===== src/hdl/wlwt_pkg.sv =====
`default_nettype none
package wlwt_pkg;
    localparam logic [1:0] MODE_NEW_DAY = 2'd0;
    localparam logic [1:0] MODE_JOIN    = 2'd1;
    localparam logic [1:0] MODE_SERVED  = 2'd2;
    localparam logic [1:0] MODE_DISCARD = 2'd3;

    localparam int UNIT_W  = 13;
    localparam int ANIM_W  = 32;
    localparam int DAY_W   = 16;
    localparam int AVG_W   = 24;
    localparam int FSUM_W  = 48;
    localparam int FCNT_W  = 32;
    localparam int TSUM_W  = 49;
    localparam int TCNT_W  = 33;
    localparam int NUM_W   = TSUM_W + 8;

    localparam logic [UNIT_W-1:0] UNIT_MAX = {UNIT_W{1'b1}};
    localparam logic [ANIM_W-1:0] ANIM_MAX = {ANIM_W{1'b1}};
    localparam logic [FSUM_W-1:0] FSUM_MAX = {FSUM_W{1'b1}};
    localparam logic [FCNT_W-1:0] FCNT_MAX = {FCNT_W{1'b1}};
    localparam logic [AVG_W-1:0]  AVG_MAX  = {AVG_W{1'b1}};

    typedef struct packed {
        logic              start;
        logic [NUM_W-1:0]  dividend;
        logic [TCNT_W-1:0] divisor;
    } t_div_req;

    typedef struct packed {
        logic             done;
        logic [AVG_W-1:0] quotient;
    } t_div_rsp;
endpackage
`default_nettype wire


===== src/hdl/wlwt_div.sv =====
`default_nettype none
// restoring divider, one quotient bit a cycle, saturating to AVG_W bits
module wlwt_div
    import wlwt_pkg::*;
(
    input  wire logic     i_clk,
    input  wire logic     i_rst_n,
    input  wire t_div_req i_req,
    output t_div_rsp      o_rsp
);
    localparam int CNT_W = $clog2(NUM_W + 1);

    logic [NUM_W-1:0]  r_num;
    logic [TCNT_W:0]   r_rem;
    logic [TCNT_W-1:0] r_den;
    logic [NUM_W-1:0]  r_quo;
    logic [CNT_W-1:0]  r_cnt;
    logic              r_busy;
    logic              r_done;
    logic [TCNT_W:0]   n_sh;
    logic              n_ge;

    assign n_sh = {r_rem[TCNT_W-1:0], r_num[NUM_W-1]};
    assign n_ge = n_sh >= {1'b0, r_den};

    always_ff @(posedge i_clk) begin
        if (!i_rst_n) begin
            r_busy <= 1'b0;
            r_done <= 1'b0;
        end else begin
            r_done <= 1'b0;
            if (i_req.start) begin
                r_busy <= 1'b1;
                r_cnt  <= CNT_W'(NUM_W);
            end else if (r_busy) begin
                r_cnt <= r_cnt - 1'b1;
                if (r_cnt == CNT_W'(1)) begin
                    r_busy <= 1'b0;
                    r_done <= 1'b1;
                end
            end
        end
        if (i_req.start) begin
            r_num <= i_req.dividend;
            r_den <= i_req.divisor;
            r_rem <= '0;
            r_quo <= '0;
        end else if (r_busy) begin
            r_num <= {r_num[NUM_W-2:0], 1'b0};
            r_rem <= n_ge ? n_sh - {1'b0, r_den} : n_sh;
            r_quo <= {r_quo[NUM_W-2:0], n_ge};
        end
    end

    assign o_rsp.done     = r_done;
    assign o_rsp.quotient = (r_quo[NUM_W-1:AVG_W] != '0) ? AVG_MAX : r_quo[AVG_W-1:0];
endmodule
`default_nettype wire


===== config.mk =====
export PLATFORM = sky130hd
export DESIGN_NAME = wlwt_div
export DESIGN_NICKNAME = d
export VERILOG_FILES = /design/src/hdl/wlwt_pkg.sv /design/src/hdl/wlwt_div.sv
export SDC_FILE = /design/constraint.sdc
export NUM_CORES = 1
export LEC_CHECK = 0
export ABC_CLOCK_PERIOD_IN_PS = 2950
export BUFFER_PORTS_ARGS = -buffer_cell sky130_fd_sc_hd__buf_2
export CAP_MARGIN = 20
export CORE_UTILIZATION = 53
export CTS_CLUSTER_SIZE = 12
export DETAILED_ROUTE_END_ITERATION = 7
export HOLD_SLACK_MARGIN = 0.03
export PLACE_DENSITY = 0.88
export SLEW_MARGIN = 20
export SYNTH_ARGS = -nofsm -noshare
export SYNTH_HDL_FRONTEND = slang
export SYNTH_SLANG_ARGS = --single-unit

===== constraint.sdc =====
create_clock -name i_clk -period 2.95 [get_ports i_clk]
set_input_delay 0 -clock i_clk [delete_from_list [all_inputs] [get_ports i_clk]]
set_output_delay 0 -clock i_clk [all_outputs]
set_load 0.02 [all_outputs]

==> results of run 1 <==
==> state kept, by name, indices dropped and copies added, names as in the netlist <==
signal  count
r_den      33
r_done      1
r_num      57
r_rem      33
r_quo      57
r_busy      1
r_cnt       6
==> cell usage in the layout, fill, tap and decap left out, drive strengths merged, types with 6 or more instances in the layout <==
| cell type | synthesis | final |
|---|---|---|
| buf | 22 | 143 |
| edfxtp | 96 | 96 |
| nand3 | 14 | 14 |
| nand4 | 8 | 8 |
| ha | 35 | 35 |
| mux2 | 57 | 57 |
| o21bai | 7 | 7 |
| nor2 | 106 | 106 |
| clkinv | 0 | 6 |
| dfxtp | 92 | 92 |
| dlygate4sd3 | 0 | 92 |
| a211oi | 25 | 25 |
| a21oi | 31 | 31 |
| nand2b | 34 | 34 |
| nor3 | 8 | 8 |
| inv | 46 | 55 |
| a21o | 15 | 15 |
| o21ai | 26 | 26 |
| xor2 | 10 | 10 |
| mux2i | 76 | 76 |
| and3 | 6 | 6 |
| nor4 | 11 | 11 |
| o211ai | 8 | 8 |
| xnor2 | 17 | 17 |
| nand2 | 54 | 54 |
| clkbuf | 27 | 17 |
==> cells by family after synthesis <==
kind of cell / Yosys count / share of synthesized area [%]
AOI/OAI and AO/OA: 154 / 11.3
xor gates and xnor gates: 27 / 2.47
DFF: 188 / 49.3
buffers and inverters: 95 / 4.40
and+or+nand+nor: 262 / 13.1
adders and majority gates: 36 / 4.78
muxes: 133 / 14.6
==> worst min path at each step <==
| stage | start | end | slack (ns) | cells after the start |
|---|---|---|---|---|
| after floorplan | i_req[0] | r_den[0] | 0.1 | 0 |
| after global placement | i_req[4] | r_den[4] | 0.18 | 1 |
| after detailed placement | i_req[21] | r_den[21] | 0.18 | 1 |
| after CTS | i_req[24] | r_den[24] | 0.25 | 2 |
| after global routing | i_req[22] | r_den[22] | 0.26 | 2 |
| final | i_req[22] | r_den[22] | 0.27 | 2 |
==> final cells by class <==
class                   count  area (um2)
fillers                  1252        5460
flip-flops and latches    188        4730
multi-input cells         612        4490
clock buffers              17         425
well taps                 225         282
repair buffers            235        1750
clock inverters            15         173
inverters                  46         173
==> per-layer routing <==
| metal | up-vias | part of all wire [%] |
|---|---|---|
| met5 | - | 0 |
| met4 | 0 | 2.0 |
| met3 | 39 | 3.4 |
| met2 | 176 | 52 |
| met1 | 3569 | 42 |
| li1 | 3625 | - |
==> critical path, delay by kind of cell (launching register included) <==
family	cells	cell delay, ns
buffers and inverters	2	0.23
adders and majority gates	1	0.36
muxes	1	0.21
and+or+nand+nor	3	1.00
AOI/OAI and AO/OA	4	0.56
DFF	1	0.33
==> power by group <==
part / switching [mW] / total, mW / internal, mW / leakage (nW)
Sequential: 0.0807 / 3.00 / 2.92 / 1.70
Combinational: 0.536 / 1.03 / 0.494 / 3.08
Clock: 1.15 / 2.31 / 1.15 / 0.295
==> what timing repair did <==
action,4_1_cts,5_1_grt
pin swaps,5,3
endpoints found under the setup margin,13,26
hold endpoints to repair,105,0
gates resized for setup,3,11
setup buffers,1,0
hold buffers,92,0
==> flow_summary.toml, run 1 <==
[clocking]
clockBufferDepth = 2
insertion_delay_ns = 0.44
cts.htree.levels = 4
path_clk_slew_ns = 0.08
cts_buffers = 17
cts_tree = "built"
cts.sinks = 188
cts_root_buffer = "clkbuf_16"

[setup_path]
startpoint_type = "flip-flop"
required_ns = 3.24
cp_slowest_cell = "or4b_4"
cp-end-kind = "flip-flop"
cp.arrival_ns = 3.11
r2r_slack_ns = 0.13
r2r_start = "r_den[29]"
cpPeakStageDelay_ns = 0.57
r2r-end = "r_rem[5]"
setup.worst_path.start = "r_den[29]"
crit_chain = "inv_1, ha_2, nand4_2, or4b_4, nor4b_2, a311o_1, a21oi_1, o21ai_4, buf_12, mux2i_1, a211oi_1"
crit_end = "r_rem[5]"
reg2reg_depth = 11
path_max_fanout = 11
worst-setup-path-type = "reg -> reg"

[yosys]
synth_edf_count = 96
synth.avg_cell_area_um2 = 10.7
synth-async-reset-ratio_pct = 0
synth_cell_types = 64
synth-main-ff-cell = "edfxtp_1"
ys_seq_area_share_pct = 49.3
ys_warn_count = 0
synthCells = 895
synthTopCellsByArea = "edfxtp_1, dfxtp_1, mux2i_1"
yosysMostFrequentCell = "nor2_1"
syn-cell-area_um2 = 9580
ys_ff_latch = 188
yosysTopAreaCellShare_pct = 30.1
yosys.area.top_type = "edfxtp_1"
synthesis.nets = 1024
ys_top_cells_by_count = "nor2_1, edfxtp_1, dfxtp_1, mux2i_1, mux2_2"

[timing]
post-route-period-util_pct = 95.7
worst_pin_slew_ns = 0.733
rsz0062_at_grt = "true"
maxSlewViolCount = 0
setup_violations = 0
skew_ns = 0.0134
setup_slack_ns = 0.127
finalHoldViolations = 0
relSlewSlack_pct = 51.2
max_freq_mhz = 354
setup_tns_ns = 0
whs_ns = 0.266
min_period_ns = 2.82

[place]
dp_slack_ns = -0.0845
dp_hpwl_mm = 13.3
gp_congestion = 0.924
dp.cells = 1213
placed_cell_area_um2 = 10400
io_buffers = 117

[global_route]
gr-total-overflow = 0
antenna_found_initial = 0
grt_use_met3_pct = 4.96
grtUsageMet2_pct = 42.5
grtUsageMet1_pct = 29.3
grt_pass1_wl_mm = 35.1
grt_busiest_layer = "met2"
grt_max_degree = 70
grtUsageTotal_pct = 24.2
grt_pass1_vias = 7424

[route]
drt_iter0_markers = 513
post-route-drc-count = 0
routed_wl_mm = 21.7
ant_nets = 0
routed_via_density = 5.54
drtPass1Iterations = 4
post_drt_wl_per_cell_um = 16.2
vias = 7409

[finish]
design_area_um2 = 12000
nets = 1229
fin_util_pct = 68.7
drive_gt1_share_pct = 23.0
area_growth_pct = 25.4
stdcell_count = 1338
n_antenna_cell = 0

[power]
ir_drop_uv = 467
fin_total_pwr_mw = 6.34
p_leak_nw = 5.07
p_per_area_nw_per_um2 = 528

[floorplan]
initial_core_util_pct = 54.8
dieArea_um2 = 18600
fp-row-count = 48
die_w_um = 136
io_pins = 118
coreArea_um2 = 17500
die_y_um = 136

[hold_path]
hold_class = "in -> reg"

[run]
maxCapViolations = 0

[run_status]
status = "completed"
Note: power is estimated with default switching activity, not from simulation.
==> run 2: changes to the inputs <==
--- a/config.mk
+++ b/config.mk
@@ -8,11 +8,14 @@
 export ABC_CLOCK_PERIOD_IN_PS = 2950
 export BUFFER_PORTS_ARGS = -buffer_cell sky130_fd_sc_hd__buf_2
 export CAP_MARGIN = 20
-export CORE_UTILIZATION = 53
+export CELL_PAD_IN_SITES_DETAIL_PLACEMENT = 0
+export CELL_PAD_IN_SITES_GLOBAL_PLACEMENT = 2
+export CORE_UTILIZATION = 34
 export CTS_CLUSTER_SIZE = 12
 export DETAILED_ROUTE_END_ITERATION = 7
 export HOLD_SLACK_MARGIN = 0.03
-export PLACE_DENSITY = 0.88
+export MAX_ROUTING_LAYER = met4
+export PLACE_DENSITY = 0.86
 export SLEW_MARGIN = 20
 export SYNTH_ARGS = -nofsm -noshare
 export SYNTH_HDL_FRONTEND = slang
==> constraint.sdc (replaced) <==
create_clock -name i_clk -period 2.95 [get_ports i_clk]
set_input_delay 0.1475 -clock i_clk [delete_from_list [all_inputs] [get_ports i_clk]]
set_output_delay 0.1475 -clock i_clk [all_outputs]
set_load 0.02 [all_outputs]
==> flow_summary.toml, run 2 (synthesis gave the netlist of run 1 again) <==
[timing]
min_period_ns = 2.86
max_freq_mhz = 350
worst_pin_slew_ns = 0.944
whs_ns = 0.141
relSlewSlack_pct = 37.1
maxSlewViolCount = 0
post-route-period-util_pct = 96.9
setup_violations = 0
rsz0062_at_grt = "true"
finalHoldViolations = 0
skew_ns = 0.0142

[route]
routed_wl_mm = 21.9
post_drt_wl_per_cell_um = 14.5
drt_iter0_markers = 442
vias = 7253
ant_nets = 0
post-route-drc-count = 0
routed_via_density = 4.79
drtPass1Iterations = 5

[setup_path]
r2r_slack_ns = 0.09
cp_slowest_cell = "edfxtp_1"
worst-setup-path-type = "reg -> reg"
startpoint_type = "flip-flop"
path_max_fanout = 5
crit_chain = "inv_1, ha_1, inv_1, fa_2, a211oi_2, nor2_2, o221ai_2, a211oi_4, o31ai_4, o21ai_4, buf_12, buf_4, mux2i_1, a211oi_1"
cp-end-kind = "flip-flop"
crit_family = "compound AO/OA/AOI/OAI gates"
path_buf_inv = 4
cpPeakStageDelay_ns = 0.37
cp_common_cell = "inv_1"
cp.arrival_ns = 3.20
required_ns = 3.29

[finish]
layout_common_cells = "buf_2, nor2_1, edfxtp_1, dlygate4sd3_1, dfxtp_1"
area_growth_pct = 29.8
top_regs = "r_num x57, r_quo x57"
nets = 1252
fin_util_pct = 44.8
design_area_um2 = 12400
fillers = 2708
multi_input_area_um2 = 4510
layout_commonest_cell = "buf_2"
regArea_um2 = 4730
drive_gt1_share_pct = 25.2

[clocking]
cts_buffers = 17
cts_root_buffer = "clkbuf_16"
path_clk_slew_ns = 0.08
cts.htree.levels = 4
cts.sinks = 188
cts_tree = "built"
insertion_delay_ns = 0.44
clockBufferDepth = 2

[power]
clockPowerShare_pct = 37.2
switching_share_pct = 27.4
switching_power_mw = 1.77
p_per_area_nw_per_um2 = 518
p_leak_nw = 5.20
p_comb_share_pct = 16.4
ir_drop_uv = 379
p_int_mw = 4.68
p_seq_share_pct = 46.4
fin_total_pwr_mw = 6.45

[run_status]
status = "completed"

[global_route]
grt_pass1_vias = 7287
grt_pass1_wl_mm = 36.2
grtUsageTotal_pct = 16.3
gr-total-overflow = 0
antenna_found_initial = 1
grt_max_degree = 101

[hold_path]
hold_class = "in -> reg"

[place]
placed_cell_area_um2 = 10800
dp_hpwl_mm = 14.6
gp_congestion = 0.834
io_buffers = 117

[floorplan]
io_pins = 118
coreArea_um2 = 27800
dieArea_um2 = 28900
die_w_um = 170
fp-row-count = 61
initial_core_util_pct = 34.5
die_y_um = 170

[run]
maxCapViolations = 0
==> run 2: cell types whose count changed in the layout (fill, tap and decap cells not counted), sizes merged <==
| cell | previous run | this run |
|---|---|---|
| buf | 143 | 167 |
| clkinv | 6 | 3 |
| clkinvlp | 0 | 1 |
| diode | 0 | 1 |
| clkbuf | 17 | 20 |
| inv | 55 | 54 |
| dlygate4sd3 | 92 | 91 |
==> run 2: path summary, 6_finish.rpt <==
path,startpoint,to,depth (start not counted)
max,r_num[56],r_rem[15],14
min,i_req[90],r_den[4],1
max reg2reg,r_num[56],r_rem[15],14
min reg2reg,r_rem[2],r_rem[2],2
==> run 2: per-layer routing <==
layer,routed length [um],GRT usage (%)
met1,10200,19.8
met2,10700,27.3
met3,585,2.86
met4,395,5.05
met5,0,-
==> run 2: layout make-up <==
class | count | share of cell area, %
sequential | 188 | 38.0
multi-input combinational | 612 | 36.3
timing repair buffer | 258 | 15.5
clock buffer | 20 | 3.85
tap | 378 | 3.80
inverter | 46 | 1.39
clock inverter | 12 | 1.08
antenna | 1 | 0.0201
==> run 2: power groups by stage <==
stage          logic (mW)  clock network [mW]  registers (mW)
2_1_floorplan       0.664                   0            3.02
3_3_place_gp        0.947                   0            3.04
3_5_place_dp        0.949                   0            3.05
4_1_cts              1.05                2.48            2.99
5_1_grt              1.18                2.58            3.01
6_report             1.06                2.40            2.99
==> run 2: timing repair <==
item,CTS,global route
hold buffers,91,0
buffers inserted,4,4
gates resized for setup,1,18
endpoints found under the hold margin,91,0
pin swaps,1,19
gates cloned,0,0
setup endpoints to repair,25,34
==> run 2: stage by stage <==
step / instances / setup TNS, ns / setup WS (ns)
2_1_floorplan: 895 / 0 / 0.116
3_3_place_gp: 1383 / 0 / 0.0382
3_5_place_dp: 1383 / -0.669 / -0.0639
4_1_cts: 1510 / 0 / 0.0123
5_1_grt: 1515 / -0.276 / -0.0836
6_report: 1515 / 0 / 0.0920
==> run 3: changes to the inputs <==
--- a/config.mk
+++ b/config.mk
@@ -6,16 +6,16 @@
 export NUM_CORES = 1
 export LEC_CHECK = 0
 export ABC_CLOCK_PERIOD_IN_PS = 2950
-export BUFFER_PORTS_ARGS = -buffer_cell sky130_fd_sc_hd__buf_2
 export CAP_MARGIN = 20
 export CELL_PAD_IN_SITES_DETAIL_PLACEMENT = 0
 export CELL_PAD_IN_SITES_GLOBAL_PLACEMENT = 2
-export CORE_UTILIZATION = 34
+export CORE_UTILIZATION = 38
 export CTS_CLUSTER_SIZE = 12
 export DETAILED_ROUTE_END_ITERATION = 7
+export DONT_BUFFER_PORTS = 1
 export HOLD_SLACK_MARGIN = 0.03
 export MAX_ROUTING_LAYER = met4
-export PLACE_DENSITY = 0.86
+export PLACE_DENSITY = 0.88
 export SLEW_MARGIN = 20
 export SYNTH_ARGS = -nofsm -noshare
 export SYNTH_HDL_FRONTEND = slang
==> flow_summary.toml, run 3 (synthesis gave the netlist of run 1 again) <==
[floorplan]
initial_core_util_pct = 39.1
fp-row-count = 57
die_y_um = 161
dieArea_um2 = 25900
io_pins = 118
coreArea_um2 = 24500
die_w_um = 161

[timing]
finalHoldViolations = 0
min_period_ns = 2.81
skew_ns = 0.0190
setup_slack_ns = 0.144
maxSlewViolCount = 0
whs_ns = 0.0269
post-route-period-util_pct = 95.1
max_freq_mhz = 356
setup_violations = 0
relSlewSlack_pct = 34.1
worst_pin_slew_ns = 0.989

[power]
p_leak_nw = 5.36
p_per_area_nw_per_um2 = 505
ir_drop_uv = 318

[finish]
regArea_um2 = 4730
layout_common_cells = "dlygate4sd3_1, nor2_1, edfxtp_1, dfxtp_1, mux2i_1"
fillers = 2229
nets = 1255
area_growth_pct = 35.4
n_antenna_cell = 0
layout_commonest_cell = "dlygate4sd3_1"
multi_input_area_um2 = 4520
drive_gt1_share_pct = 15.0
top_regs = "r_num x57, r_quo x57"

[global_route]
antenna_found_initial = 0
grt_pass1_wl_mm = 38.5
grt_max_degree = 119
grt_pass1_vias = 7541
gr-total-overflow = 0
grtUsageTotal_pct = 19.3

[clocking]
clockBufferDepth = 2
cts.sinks = 188
cts_buffers = 17
insertion_delay_ns = 0.45
cts.htree.levels = 4
cts_root_buffer = "clkbuf_16"
path_clk_slew_ns = 0.08
cts_tree = "built"

[setup_path]
cp.arrival_ns = 3.16
cp_slowest_cell = "or3_1"
cp-end-kind = "flip-flop"
worst-setup-path-type = "reg -> reg"
startpoint_type = "flip-flop"
crit_family = "compound AO/OA/AOI/OAI gates"
path_buf_inv = 1
cpPeakStageDelay_ns = 0.43
required_ns = 3.31
path_max_fanout = 7
crit_chain = "inv_1, ha_1, nand2_1, nor2_1, and3_1, a311o_1, a21oi_2, o21ai_2, or3_1, o211ai_1"

[run]
maxCapViolations = 0

[route]
vias = 7445
post_drt_wl_per_cell_um = 16.0
ant_nets = 0
drt_iter0_markers = 409
routed_via_density = 5.09
post-route-drc-count = 0
routed_wl_mm = 23.4
drtPass1Iterations = 4

[place]
io_buffers = 0
dp_slack_ns = -0.0317
dp_hpwl_mm = 13.5
gp_congestion = 0.835

[hold_path]
hold_class = "in -> reg"

[run_status]
status = "completed"
run 3: cell types whose count changed in the layout (fill, tap and decap cells not counted), sizes merged:
cell         change
buf            -114
diode            -1
inv              +2
clkbuf           -2
clkinv           +2
dlygate4sd3    +114
o21ai            +2
clkinvlp         -1
run 3: worst reg2reg max path, stage by stage (launching register included):
cell and delay (ns):
edfxtp_1 0.38, inv_1 0.07, ha_1 0.28, nand2_1 0.23, nor2_1 0.10, and3_1 0.23
a311o_1 0.37, a21oi_2 0.31, o21ai_2 0.22, or3_1 0.43, o211ai_1 0.10
run 3: path summary, 6_finish.rpt:
path | from | endpoint | slack (ns) | cells after the start
worst min register to register | r_rem[21] | r_rem[21] | 0.48 | 2
worst max-delay path | r_den[16] | r_rem[25] | 0.14 | 10
worst max register to register | r_den[16] | r_rem[25] | 0.14 | 10
worst min-delay path | i_req[90] | r_done | 0.03 | 3
run 3: stage by stage:
step	instance area [um2]	util (%)	std cells	TNS [ns]	power [mW]
2_1_floorplan	9580	-	895	0	3.69
3_3_place_gp	10100	41.2	1215	-0.0625	3.89
3_5_place_dp	10100	41.2	1215	-0.0666	3.89
4_1_cts	12900	52.5	1458	0	6.58
5_1_grt	13000	52.9	1463	-0.0330	6.85
6_report	13000	52.9	1463	0	6.55
run 3: area by class of cell:
type	instances	area share, %
Clock inverter	15	1.57
Inverter	46	1.33
Tap cell	324	3.12
Sequential cell	188	36.4
Multi-Input combinational cell	614	34.8
Timing Repair Buffer	259	19.5
Clock buffer	17	3.28
run 3: timing repair:
action | CTS | global route
resized for setup | 4 | 12
buffers inserted | 4 | 3
endpoints found under the hold margin | 215 | 0
pin swaps | 4 | 8
gates cloned | 1 | 2
endpoints found under the setup margin | 13 | 34
hold buffers | 206 | 0
run 3: metal layers:
layer	track usage (%)	routed length, um
met3	3.33	755
met4	6.65	452
met5	-	0
met2	33.4	12000
met1	22.4	10200
run 3: power breakdown:
part           switching, mW  internal [mW]  leakage (nW)  total (mW)
Combinational          0.533          0.586          3.36        1.12
Clock                   1.25           1.19         0.303        2.44
Sequential            0.0646           2.92          1.70        2.99
